### src/hw/rtl/ppid_pkg.sv
// ----------------------------------------------------------------------------
// ppid_pkg: shared types and constants of the positional PID block
// Widths, register indexes and the configuration and step structures.
// ----------------------------------------------------------------------------
package ppid_pkg;

   // Sample width of target and measured
   localparam int DATA_WIDTH = 16;

   // Fixed field widths
   localparam int GAIN_W   = 16;
   localparam int LIM_W    = 15;
   localparam int MINERR_W = 16;
   localparam int INT_W    = 16;
   localparam int DRIVE_W  = 16;
   localparam int FRAC_W   = 8;

   // Operation codes of the input transfer
   localparam logic OP_STEP  = 1'b0;
   localparam logic OP_CLEAR = 1'b1;

   // Configuration port
   localparam int CSR_IDX_W  = 3;
   localparam int CSR_DATA_W = 16;

   localparam logic [CSR_IDX_W-1:0] CSR_KP_GAIN   = 3'd0;
   localparam logic [CSR_IDX_W-1:0] CSR_KI_GAIN   = 3'd1;
   localparam logic [CSR_IDX_W-1:0] CSR_KD_GAIN   = 3'd2;
   localparam logic [CSR_IDX_W-1:0] CSR_I_LIMIT   = 3'd3;
   localparam logic [CSR_IDX_W-1:0] CSR_OUT_LIMIT = 3'd4;
   localparam logic [CSR_IDX_W-1:0] CSR_DEADBAND  = 3'd5;

   // Derived datapath widths
   localparam int ERR_W   = DATA_WIDTH + 1;
   localparam int MAG_W   = (ERR_W > MINERR_W) ? ERR_W : MINERR_W;
   localparam int DIFF_W  = ERR_W + 1;
   localparam int PROD_W  = GAIN_W + ERR_W;
   localparam int DPROD_W = GAIN_W + DIFF_W;
   localparam int PTERM_W = PROD_W - FRAC_W;
   localparam int DTERM_W = DPROD_W - FRAC_W;
   localparam int ISUM_W  = ((PTERM_W > INT_W) ? PTERM_W : INT_W) + 1;
   localparam int SUM_W   = DTERM_W + 2;

   typedef struct packed {
      logic signed [GAIN_W-1:0] kp_gain;
      logic signed [GAIN_W-1:0] ki_gain;
      logic signed [GAIN_W-1:0] kd_gain;
      logic [LIM_W-1:0]         i_limit;
      logic [LIM_W-1:0]         out_limit;
      logic [MINERR_W-1:0]      deadband;
   } ppid_cfg_type;

   typedef struct packed {
      logic signed [DRIVE_W-1:0] drive;
      logic signed [ERR_W-1:0]   last_error;
      logic signed [INT_W-1:0]   integral;
   } ppid_step_type;

endpackage

### src/hw/rtl/positional_pid_with_deadband.sv
// ----------------------------------------------------------------------------
// positional_pid_with_deadband: positional PID step with deadband and clamps
// Input register, single-pass control step and result register.
// ----------------------------------------------------------------------------
// A transfer on the req_ channel carries one sample pair (or a clear op when
// req_op is high) and produces exactly one drive value on the rsp_ channel.
// The block takes one transfer per clock cycle when rsp_ready is held high;
// an input transfer fills the input register, and the step result then
// moves into the result register, which drives rsp_valid. The stored
// integral and last error feed back through the step logic. Gains are
// signed
// Q8.8; each term is floor-shifted by 8, the integral is clamped to
// +/- i_limit and the drive to +/- out_limit. A clear op zeroes both the
// integral and the last error and returns a drive of 0. Write the csr_
// registers only while no transfer is in flight; valid flags, loop state and
// config reset to zero (payload registers do not); no clearing pass is needed.
module positional_pid_with_deadband (
   input  logic                                     clock,
   input  logic                                     reset,
   // input channel
   input  logic                                     req_valid,
   output logic                                     req_ready,
   input  logic                                     req_op,
   input  logic signed [ppid_pkg::DATA_WIDTH-1:0]   req_target,
   input  logic signed [ppid_pkg::DATA_WIDTH-1:0]   req_measured,
   // result channel
   output logic                                     rsp_valid,
   input  logic                                     rsp_ready,
   output logic signed [ppid_pkg::DRIVE_W-1:0]      rsp_drive,
   // configuration port
   input  logic                                     csr_wr_en,
   input  logic [ppid_pkg::CSR_IDX_W-1:0]           csr_index,
   input  logic [ppid_pkg::CSR_DATA_W-1:0]          csr_wdata
);

   localparam int DATA_WIDTH = ppid_pkg::DATA_WIDTH;
   localparam int ERR_W      = ppid_pkg::ERR_W;
   localparam int INT_W      = ppid_pkg::INT_W;
   localparam int DRIVE_W    = ppid_pkg::DRIVE_W;

   ppid_pkg::ppid_cfg_type  cfg;
   ppid_pkg::ppid_step_type step;

   // input register
   logic                          in_valid_ff;
   logic                          in_valid_in;
   logic                          in_op_ff;
   logic signed [DATA_WIDTH-1:0]  in_target_ff;
   logic signed [DATA_WIDTH-1:0]  in_measured_ff;

   // controller state
   logic signed [ERR_W-1:0]       last_error_ff;
   logic signed [INT_W-1:0]       integral_ff;

   // result register
   logic                          rsp_valid_ff;
   logic                          rsp_valid_in;
   logic signed [DRIVE_W-1:0]     rsp_drive_ff;

   logic                          req_xfer;
   logic                          advance;

   // Advance the held item into the result register when that register is
   // empty or its value is being taken in this cycle.
   assign advance   = in_valid_ff && (!rsp_valid_ff || rsp_ready);
   // Take a new item whenever the input register is empty or moves on.
   assign req_ready = !in_valid_ff || advance;
   assign req_xfer  = req_valid && req_ready;

   always_comb begin
      in_valid_in = in_valid_ff;
      if (req_xfer) begin
         in_valid_in = 1'b1;
      end else if (advance) begin
         in_valid_in = 1'b0;
      end

      rsp_valid_in = rsp_valid_ff;
      if (advance) begin
         rsp_valid_in = 1'b1;
      end else if (rsp_ready) begin
         rsp_valid_in = 1'b0;
      end
   end

   ppid_csr u_csr (
      .clock     (clock),
      .reset     (reset),
      .csr_wr_en (csr_wr_en),
      .csr_index (csr_index),
      .csr_wdata (csr_wdata),
      .cfg       (cfg)
   );

   ppid_calc u_calc (
      .cfg        (cfg),
      .op         (in_op_ff),
      .target     (in_target_ff),
      .measured   (in_measured_ff),
      .last_error (last_error_ff),
      .integral   (integral_ff),
      .step       (step)
   );

   // control state
   always_ff @(posedge clock) begin
      if (reset) begin
         in_valid_ff   <= 1'b0;
         rsp_valid_ff  <= 1'b0;
         last_error_ff <= '0;
         integral_ff   <= '0;
      end else begin
         in_valid_ff  <= in_valid_in;
         rsp_valid_ff <= rsp_valid_in;
         // commit the loop state only when the step's result moves on
         if (advance) begin
            last_error_ff <= step.last_error;
            integral_ff   <= step.integral;
         end
      end
   end

   // payload registers
   always_ff @(posedge clock) begin
      if (req_xfer) begin
         in_op_ff       <= req_op;
         in_target_ff   <= req_target;
         in_measured_ff <= req_measured;
      end
      if (advance) begin
         rsp_drive_ff <= step.drive;
      end
   end

   assign rsp_valid = rsp_valid_ff;
   assign rsp_drive = rsp_drive_ff;

   // ------------------------------------------------------------------------
   // Assertions
   // ------------------------------------------------------------------------
   logic signed [DRIVE_W-1:0] out_lim_s;
   assign out_lim_s = DRIVE_W'($signed({1'b0, cfg.out_limit}));

   a_clear_zeroes: assert property (@(posedge clock) disable iff (reset)
      advance && in_op_ff |=> rsp_drive_ff == '0 && integral_ff == '0
                              && last_error_ff == '0)
      else $error("clear op left non-zero drive or state");

   a_drive_bounded: assert property (@(posedge clock) disable iff (reset)
      advance |=> rsp_drive_ff <= $past(out_lim_s) && rsp_drive_ff >= -$past(out_lim_s))
      else $error("drive outside the output limit");

   a_state_holds: assert property (@(posedge clock) disable iff (reset)
      !advance |=> $stable(integral_ff) && $stable(last_error_ff))
      else $error("loop state changed without a step");

   a_input_held: assert property (@(posedge clock) disable iff (reset)
      in_valid_ff && !advance |=> in_valid_ff && $stable(in_target_ff)
                                  && $stable(in_measured_ff) && $stable(in_op_ff))
      else $error("stalled input item lost or changed");

   a_result_held: assert property (@(posedge clock) disable iff (reset)
      rsp_valid_ff && !rsp_ready |=> rsp_valid_ff && $stable(rsp_drive_ff))
      else $error("waiting result lost or overwritten");

endmodule

### src/hw/rtl/ppid_csr.sv
// ----------------------------------------------------------------------------
// ppid_csr: configuration registers
// Decode the write port and hold gains, limits and deadband.
// ----------------------------------------------------------------------------
module ppid_csr (
   input  logic                                clock,
   input  logic                                reset,
   input  logic                                csr_wr_en,
   input  logic [ppid_pkg::CSR_IDX_W-1:0]      csr_index,
   input  logic [ppid_pkg::CSR_DATA_W-1:0]     csr_wdata,
   output ppid_pkg::ppid_cfg_type              cfg
);

   localparam int LIM_W = ppid_pkg::LIM_W;

   ppid_pkg::ppid_cfg_type cfg_ff;
   ppid_pkg::ppid_cfg_type cfg_in;

   always_comb begin
      cfg_in = cfg_ff;
      if (csr_wr_en) begin
         unique case (csr_index)
            ppid_pkg::CSR_KP_GAIN:   cfg_in.kp_gain   = $signed(csr_wdata);
            ppid_pkg::CSR_KI_GAIN:   cfg_in.ki_gain   = $signed(csr_wdata);
            ppid_pkg::CSR_KD_GAIN:   cfg_in.kd_gain   = $signed(csr_wdata);
            ppid_pkg::CSR_I_LIMIT:   cfg_in.i_limit   = csr_wdata[LIM_W-1:0];
            ppid_pkg::CSR_OUT_LIMIT: cfg_in.out_limit = csr_wdata[LIM_W-1:0];
            ppid_pkg::CSR_DEADBAND:  cfg_in.deadband  = csr_wdata;
            default: ;  // drop writes to unused indexes
         endcase
      end
   end

   always_ff @(posedge clock) begin
      if (reset) begin
         cfg_ff <= '0;
      end else begin
         cfg_ff <= cfg_in;
      end
   end

   assign cfg = cfg_ff;

endmodule

### src/hw/rtl/ppid_calc.sv
// ----------------------------------------------------------------------------
// ppid_calc: single control step
// Error with deadband, three Q8.8 products, integral and output clamps; a clear op yields an all-zero step.
// ----------------------------------------------------------------------------
module ppid_calc (
   input  ppid_pkg::ppid_cfg_type                       cfg,
   input  logic                                         op,
   input  logic signed [ppid_pkg::DATA_WIDTH-1:0]       target,
   input  logic signed [ppid_pkg::DATA_WIDTH-1:0]       measured,
   input  logic signed [ppid_pkg::ERR_W-1:0]            last_error,
   input  logic signed [ppid_pkg::INT_W-1:0]            integral,
   output ppid_pkg::ppid_step_type                      step
);

   localparam int ERR_W   = ppid_pkg::ERR_W;
   localparam int MAG_W   = ppid_pkg::MAG_W;
   localparam int DIFF_W  = ppid_pkg::DIFF_W;
   localparam int PROD_W  = ppid_pkg::PROD_W;
   localparam int DPROD_W = ppid_pkg::DPROD_W;
   localparam int PTERM_W = ppid_pkg::PTERM_W;
   localparam int DTERM_W = ppid_pkg::DTERM_W;
   localparam int ISUM_W  = ppid_pkg::ISUM_W;
   localparam int SUM_W   = ppid_pkg::SUM_W;
   localparam int INT_W   = ppid_pkg::INT_W;
   localparam int DRIVE_W = ppid_pkg::DRIVE_W;
   localparam int FRAC_W  = ppid_pkg::FRAC_W;

   logic signed [ERR_W-1:0]   err_raw;
   logic signed [ERR_W-1:0]   err_neg;
   logic [MAG_W-1:0]          err_mag;
   logic signed [ERR_W-1:0]   err_db;
   logic signed [PROD_W-1:0]  kp_prod;
   logic signed [PROD_W-1:0]  ki_prod;
   logic signed [DIFF_W-1:0]  err_diff;
   logic signed [DPROD_W-1:0] kd_prod;
   logic signed [PTERM_W-1:0] p_term;
   logic signed [PTERM_W-1:0] i_term;
   logic signed [DTERM_W-1:0] d_term;
   logic signed [ISUM_W-1:0]  isum;
   logic signed [ISUM_W-1:0]  ilim;
   logic signed [ISUM_W-1:0]  iclamp;
   logic signed [INT_W-1:0]   integral_new;
   logic signed [SUM_W-1:0]   osum;
   logic signed [SUM_W-1:0]   olim;
   logic signed [SUM_W-1:0]   oclamp;

   always_comb begin
      // error and deadband; a magnitude equal to the deadband passes
      err_raw = ERR_W'(target) - ERR_W'(measured);
      err_neg = -err_raw;
      err_mag = MAG_W'($unsigned(err_raw[ERR_W-1] ? err_neg : err_raw));
      err_db  = (err_mag < MAG_W'(cfg.deadband)) ? '0 : err_raw;

      // products, floor-shifted back to integer scale
      kp_prod  = PROD_W'(cfg.kp_gain) * PROD_W'(err_db);
      ki_prod  = PROD_W'(cfg.ki_gain) * PROD_W'(err_db);
      err_diff = DIFF_W'(err_db) - DIFF_W'(last_error);
      kd_prod  = DPROD_W'(cfg.kd_gain) * DPROD_W'(err_diff);
      p_term   = PTERM_W'(kp_prod >>> FRAC_W);
      i_term   = PTERM_W'(ki_prod >>> FRAC_W);
      d_term   = DTERM_W'(kd_prod >>> FRAC_W);

      // integral with anti-windup clamp
      isum = ISUM_W'(integral) + ISUM_W'(i_term);
      ilim = ISUM_W'($signed({1'b0, cfg.i_limit}));
      if (isum > ilim) begin
         iclamp = ilim;
      end else if (isum < -ilim) begin
         iclamp = -ilim;
      end else begin
         iclamp = isum;
      end
      integral_new = INT_W'(iclamp);

      // output sum and clamp
      osum = SUM_W'(p_term) + SUM_W'(integral_new) + SUM_W'(d_term);
      olim = SUM_W'($signed({1'b0, cfg.out_limit}));
      if (osum > olim) begin
         oclamp = olim;
      end else if (osum < -olim) begin
         oclamp = -olim;
      end else begin
         oclamp = osum;
      end

      if (op == ppid_pkg::OP_CLEAR) begin
         step = '0;
      end else begin
         step.drive      = DRIVE_W'(oclamp);
         step.last_error = err_db;
         step.integral   = integral_new;
      end
   end

endmodule
### config.mk
export PLATFORM = sky130hd
export DESIGN_NAME = positional_pid_with_deadband
export DESIGN_NICKNAME = d
export VERILOG_FILES = /design/src/hw/rtl/ppid_pkg.sv /design/src/hw/rtl/positional_pid_with_deadband.sv /design/src/hw/rtl/ppid_csr.sv /design/src/hw/rtl/ppid_calc.sv
export SDC_FILE = /design/constraint.sdc
export NUM_CORES = 2
export LEC_CHECK = 0
export CORE_AREA = 2 2 321 323
export CTS_BUF_LIST = sky130_fd_sc_hd__clkbuf_8 sky130_fd_sc_hd__clkbuf_16
export CTS_CLUSTER_SIZE = 10
export DETAILED_ROUTE_END_ITERATION = 16
export DIE_AREA = 0 0 323 325
export DONT_BUFFER_PORTS = 1
export GPL_ROUTABILITY_DRIVEN = 0
export GPL_TIMING_DRIVEN = 0
export SYNTH_ARGS = -nofsm -noshare
export SYNTH_HDL_FRONTEND = slang
export SYNTH_SLANG_ARGS = --single-unit
### constraint.sdc
create_clock -name clock -period 44.6 [get_ports clock]
set_clock_uncertainty 0.15 [all_clocks]
set_input_delay 2.23 -clock clock [delete_from_list [all_inputs] [get_ports clock]]
set_output_delay 2.23 -clock clock [all_outputs]
set_load 0.02 [all_outputs]
* Word level (Yosys, flattened, before mapping)
Cells that the tools add are included.
** Cells by class
- Add/subtract/negate cells :: 8
- $mul :: 3
- Magnitude comparators :: 5
- Eq/ne operators :: 5
- Mux-type cells :: 11
- Reductions and logical operators :: 16
** Operators by type and width (number)
- 16-bit by 17-bit multiplier with 33-bit output :: 2
- 16-bit 2-to-1 mux :: 3
- 16-bit by 18-bit multiplier with 34-bit output :: 1
- 17-bit 2-to-1 mux :: 2
- 33-bit 2-to-1 mux :: 1
- 27-bit by 28-bit less-than comparator with 1-bit output :: 1
- 15-bit negation with 28-bit output :: 1
- 26-bit by 26-bit adder with 27-bit output :: 1
- 27-bit by 16-bit greater-than comparator with 1-bit output :: 1
- 16-bit by 25-bit adder with 26-bit output :: 1
- 25-bit by 16-bit adder with 26-bit output :: 1
- 26-bit by 16-bit greater-than comparator with 1-bit output :: 1
- 26-bit less-than comparator :: 1
- 15-bit negation with 26-bit output :: 1
- 17-bit by 17-bit subtractor with 18-bit output :: 1
- 17-bit by 16-bit less-than comparator with 1-bit output :: 1
- 17-bit negation :: 1
- 16-bit by 16-bit subtractor with 17-bit output :: 1
- 15-bit 2-to-1 mux :: 1
- 2-bit AND reduction :: 6
- 3-bit by 2-bit equality test with 1-bit output (second input constant) :: 2
- 3-bit equality test (second input constant) :: 2
- 1-bit 2-to-1 mux :: 4
- 2-bit nonzero test :: 2
- other kinds (6) :: 9
** Storage, ports and cells
- Register bits after elaboration :: 178
- Input port bits :: 57
- Output and inout port bits :: 18

* Longest topological paths before layout
- Depth after elaboration :: 15
- Depth in mapped cells :: 96
- Mapped depth without buffers :: 89

* Modules after synthesis
From an unflattened synthesis, not the netlist that was laid out.
** Unflattened totals
- Cell total of the unflattened synthesis :: 5156
- Area total of the unflattened synthesis :: 46367.0 um2
** Modules (own cells, without submodules)
- ppid_calc :: times used 1, cells each 4623, area an instance 39590.5 um2, sequential area each 0.0 um2
- ppid_csr :: times used 1, cells each 331, area an instance 3714.8 um2, sequential area each 1881.8 um2
- positional_pid_with_deadband :: times used 1, cells each 202, area an instance 3061.7 um2, sequential area each 2172.1 um2

* Least setup slack after synthesis
OpenSTA, ideal clock, no wires.
- Path type :: reg-to-reg
- From :: register in_measured_ff[0]
- To :: register rsp_drive_ff[13] (netlist: rsp_drive[13]) (data pin)
- Setup time :: 0.176 ns
- Arrival time :: 18.721 ns
- Data required time :: 44.274 ns
- Setup slack :: 25.553 ns
- Cell stages (with the launch flop) :: 86
- Clock period less this slack :: 19.047 ns
- Cells stage by stage :: edfxtp_1 > ha_1 > fa_1 > nand2b_1 > a211o_1 > and2_4 > or4_1 > a31oi_1 > nand2_1 > o21ai_0 > xnor2_1 > ha_1 > a21oi_1 > o21ai_0 > nor3_1 > a211oi_1 > o21a_1 > nor2_1 > [... 50 more ...] > a21o_1 > a2111oi_0 > o31a_1 > o211ai_1 > a311oi_1 > o21bai_1 > a21oi_1 > xnor2_1 > inv_1 > ha_1 > o2111ai_1 > inv_1 > a221oi_1 > o21ai_0 > a21oi_1 > clkbuf_1 > a21oi_1 > o32ai_1
** On the way
- Cells in the longest elaborated chain, start to end :: 15
- Elaborated cells on any way between the ends :: 20
** RTL lines
- from (decl) :: RTL line positional_pid_with_deadband.sv:49 : logic signed [DATA_WIDTH-1:0] in_measured_ff;
- from (signal assigned) :: RTL line positional_pid_with_deadband.sv:128 : in_measured_ff <= req_measured;
- 16-bit by 16-bit subtractor with 17-bit output (*) :: RTL line ppid_calc.sv:49 : err_raw = ERR_W'(target) - ERR_W'(measured);
- 17-bit negation :: RTL line ppid_calc.sv:50 : err_neg = -err_raw;
- 17-bit 2-to-1 mux :: RTL line ppid_calc.sv:51 : err_mag = MAG_W'($unsigned(err_raw[ERR_W-1] ? err_neg : err_raw));
- 17-bit by 16-bit less-than comparator with 1-bit output :: RTL line ppid_calc.sv:52 : err_db = (err_mag < MAG_W'(cfg.deadband)) ? '0 : err_raw;
- 17-bit 2-to-1 mux (*) :: RTL line ppid_calc.sv:52
- 16-bit by 17-bit multiplier with 33-bit output :: RTL line ppid_calc.sv:56 : ki_prod = PROD_W'(cfg.ki_gain) * PROD_W'(err_db);
- 16-bit by 25-bit adder with 26-bit output :: RTL line ppid_calc.sv:64 : isum = ISUM_W'(integral) + ISUM_W'(i_term);
- 26-bit less-than comparator :: RTL line ppid_calc.sv:68 : end else if (isum < -ilim) begin
- 16-bit 2-to-1 mux :: RTL line ppid_calc.sv:68
- 16-bit 2-to-1 mux :: RTL line ppid_calc.sv:66 : if (isum > ilim) begin
- 25-bit by 16-bit adder with 26-bit output :: RTL line ppid_calc.sv:76 : osum = SUM_W'(p_term) + SUM_W'(integral_new) + SUM_W'(d_term);
- 26-bit by 26-bit adder with 27-bit output (*) :: RTL line ppid_calc.sv:76
- 27-bit by 28-bit less-than comparator with 1-bit output :: RTL line ppid_calc.sv:80 : end else if (osum < -olim) begin
- 16-bit 2-to-1 mux :: RTL line ppid_calc.sv:80
- 15-bit 2-to-1 mux (*) :: RTL line ppid_calc.sv:78 : if (osum > olim) begin
- to (signal assigned) :: RTL line positional_pid_with_deadband.sv:131 : rsp_drive_ff <= step.drive;
- to (decl) :: RTL line positional_pid_with_deadband.sv:58 : logic signed [DRIVE_W-1:0] rsp_drive_ff;
Every way passes the cells marked *; elsewhere a longest branch is shown, timed or not.
A chain may end at the register's enable or synchronous reset.

* Worst setup path after layout
- From :: register in_target_ff[6]
- To :: register rsp_drive_ff[8] (netlist: rsp_drive[8]) (data pin)
** On the way
- Cells in the longest elaborated chain, start to end :: 15
- Elaborated cells on any way between the ends :: 20
** RTL lines
- from (decl) :: RTL line positional_pid_with_deadband.sv:48 : logic signed [DATA_WIDTH-1:0] in_target_ff;
- from (signal assigned) :: RTL line positional_pid_with_deadband.sv:127 : in_target_ff <= req_target;
- 16-bit by 16-bit subtractor with 17-bit output (*) :: RTL line ppid_calc.sv:49
- 17-bit negation :: RTL line ppid_calc.sv:50
- 17-bit 2-to-1 mux :: RTL line ppid_calc.sv:51
- 17-bit by 16-bit less-than comparator with 1-bit output :: RTL line ppid_calc.sv:52
- 17-bit 2-to-1 mux (*) :: RTL line ppid_calc.sv:52
- 16-bit by 17-bit multiplier with 33-bit output :: RTL line ppid_calc.sv:56
- 16-bit by 25-bit adder with 26-bit output :: RTL line ppid_calc.sv:64
- 26-bit less-than comparator :: RTL line ppid_calc.sv:68
- 16-bit 2-to-1 mux :: RTL line ppid_calc.sv:68
- 16-bit 2-to-1 mux :: RTL line ppid_calc.sv:66
- 25-bit by 16-bit adder with 26-bit output :: RTL line ppid_calc.sv:76
- 26-bit by 26-bit adder with 27-bit output (*) :: RTL line ppid_calc.sv:76
- 27-bit by 28-bit less-than comparator with 1-bit output :: RTL line ppid_calc.sv:80
- 16-bit 2-to-1 mux :: RTL line ppid_calc.sv:80
- 15-bit 2-to-1 mux (*) :: RTL line ppid_calc.sv:78
Marks and branches as above.

==> metrics.txt <==
Post-DP HPWL=119,000 um; CP startpoint=in_target_ff[6]$_DFFE_PP_; synthesized instance count=between 5k and 6k; Worst-Margin Slew=1.40 ns; Die X=323 um; pin count of the biggest net entering global routing=33; Crit Path Category=reg2reg; Reg2Reg Depth=81; mapped cell area=45,500 sq um; post-synth net total=6,561; commonest non-fill, non-tap cell in the layout=inv_1; Cell Rows=117; Power Total=between 0.0015 and 0.002 W; fmax=between 30 and 40 MHz; area delta synth->final=5.19%; Total Neg Setup Slack=0 ns; Remaining DRCs=0; Worst-Skew Late Latency=0.50 ns; CP max FO=11; core area=101,000 sq um; I/O Buffers=0; DR vias=~36k; vias in the first global route=36.2k; Switching Power=0.00120 W; gr usage total=27.6%; Synth warnings=0; Final #Nets=about 6.6k; status=completed; Critical Path RT=44.63 ns; clock sink count=around 180; post-cts resize count=0; Setup Buffers After CTS=0; critical path arrival=26.59 ns; Main synth FF type=dfxtp_1; Max Slew Vio Count=0; deepest clock path buffer count=2; htree depth=4; PwrDens=41.3 nW/um^2; Final setup viols=0; Root Buffer=clkbuf_16; aggregate routed wire length=141,000 um; Clock transition at path regs=0.08 ns; Iter 0 DRT Violations=3,323; DRT Pass-1 Iters=5; min Tclk post-route=between 20 and 30 ns; Worst Setup EP=rsp_drive[8]$_SDFFCE_PP0P_; die height=325 um; RSZ-0062 raised after global routing=false; wire per inst=21.3 um; startpoint types=flop; TritonCTS clock tree=built; grt ovf=0; Final Hold Fails=0; Distinct cells, synth=101; CP peak stage delay=0.95 ns; Hold WC Path Type=reg2reg; end of the worst register-to-register path=rsp_drive[8]$_SDFFCE_PP0P_; Hold-fix buffers, CTS=0; share of post-route cells with drive strength above 1=around 2.0%; nature of the critical path endpoint=flop; vias per inst=5.46; DRT antenna net count=0; Max Cap Viol=0; initial core utilization=between 40% and 50%; Reg2Reg Setup Slack=18.04 ns; EDFF count, synth=between 40 and 50; power share of the combinational group=82.2%; Flop pwr share=9.6%; Pint=0.000781 W; IO Pins=75; Max-slew headroom=6.55%; cts bufs inserted=17; most frequent cells in the layout=inv_1, fa_1, nand2_1; antenna violations before repair=8; #FFs+latches synth=178; post-synthesis sequential area ratio=8.91%; Peak VDD IR=about 66 uV; first-pass GRT wire length=219,000 um; leakage power=21.7 nW; Final Cycle Share=59.6%; die area=105,000 sq um; clock share of power=a little over 8%; origin of the critical flop-to-flop path=in_target_ff[6]$_DFFE_PP_; CP max-delay cell=a21oi_1; syn_area_per_cell=8.73 sq um; Sw Share=60.5%; Post-synth ARST share=0%
-- critical path, delay by kind of cell, from the launching register on --
kind                       cells  cell delay, ns
and+or+nand+nor               17            3.62
AOI/OAI and AO/OA             33           11.36
adders and majority gates     14            6.21
buffers and inverters         13            3.75
xor gates and xnor gates       4            0.71
DFF                            1            0.37
-- flip-flops by register name (all words and copies together) (netlist names) --
| register | cells |
|---|---|
| in_valid_ff | 1 |
| u_csr.cfg | 94 |
| in_target_ff | 16 |
| in_measured_ff | 16 |
| last_error_ff | 17 |
| in_op_ff | 1 |
| rsp_drive | 16 |
| integral_ff | 16 |
| rsp_valid | 1 |
-- worst min-delay path by stage --
stage | startpoint | end | cells past startpoint
after floorplan | u_csr.cfg[10]$_SDFFE_PP0P_ | u_csr.cfg[10]$_SDFFE_PP0P_ | 2
after global placement | u_csr.cfg[7]$_SDFFE_PP0P_ | u_csr.cfg[7]$_SDFFE_PP0P_ | 2
after detailed placement | u_csr.cfg[7]$_SDFFE_PP0P_ | u_csr.cfg[7]$_SDFFE_PP0P_ | 2
after CTS | u_csr.cfg[7]$_SDFFE_PP0P_ | u_csr.cfg[7]$_SDFFE_PP0P_ | 2
after global routing | u_csr.cfg[7]$_SDFFE_PP0P_ | u_csr.cfg[7]$_SDFFE_PP0P_ | 2
final | u_csr.cfg[14]$_SDFFE_PP0P_ | u_csr.cfg[14]$_SDFFE_PP0P_ | 2
-- logic make-up after synthesis --
| kind of cell | count (synthesis) | share of synthesized area (%) |
|---|---|---|
| buffers and inverters | 1256 | 10.5 |
| flip-flops | 178 | 8.91 |
| multiplexers | 23 | 0.528 |
| adder cells (fa/ha/maj) | 1296 | 50.0 |
| AND/OR/NAND/NOR | 1574 | 16.6 |
| XOR/XNOR | 196 | 3.77 |
| AO/OA/AOI/OAI | 686 | 9.68 |
-- cell type report --
type | count | area (sq um)
tap | 1368 | 1710
buffer | 221 | 890
fill | 10025 | 53500
clock buffer | 19 | 464
timing repair buffer | 3 | 36.3
multi-input combinational | 3775 | 36700
clock inverter | 13 | 130
antenna | 2 | 5.00
sequential | 178 | 4050
inverter | 1035 | 3880
-- synth_stat cells (all sizes together), types with 18 or more instances --
cell | n | area share [%]
a211oi | 20 | 0.36
a21o | 73 | 1.2
a21oi | 266 | 2.9
a22oi | 18 | 0.30
and2 | 240 | 3.3
and3 | 119 | 1.6
buf | 30 | 0.38
clkbuf | 191 | 1.6
dfxtp | 129 | 5.7
edfxtp | 49 | 3.2
fa | 869 | 38
ha | 426 | 12
inv | 1034 | 8.5
nand2 | 744 | 6.1
nand2b | 54 | 0.74
nand3 | 45 | 0.50
nand4 | 21 | 0.29
nor2 | 173 | 1.4
nor2b | 51 | 0.70
nor3 | 61 | 0.71
o21a | 31 | 0.51
o21ai | 113 | 1.3
xnor2 | 151 | 2.9
xor2 | 45 | 0.87
-- power by group through the flow --
stage          Combinational, W  Clock [W]  Sequential (W)
3_5_place_dp            0.00157          0        0.000194
3_3_place_gp            0.00155          0        0.000194
4_1_cts                 0.00158   0.000164        0.000190
6_report                0.00163   0.000162        0.000190
2_1_floorplan           0.00104          0        0.000191
5_1_grt                 0.00177   0.000171        0.000192
-- through the flow --
stage	hold slack (ns)	util, %	setup slack, ns	instances	instance area, sq um
final	0.316	47.2	18.04	6614	47800
after global routing	0.319	47.2	16.73	6612	47800
after CTS	0.312	47.2	18.77	6612	47800
after detailed placement	0.300	46.6	18.89	6580	47200
after global placement	0.293	46.6	18.97	6577	47200
after floorplan	0.286	-	25.55	5209	45500
-- metal layers --
metal	wire (um)	track usage [%]
met1	60600	39.6
met2	60700	40.8
met3	13200	5.66
met4	6180	10.9
met5	23	0
No activity file was read; power rests on OpenSTA's default activity.
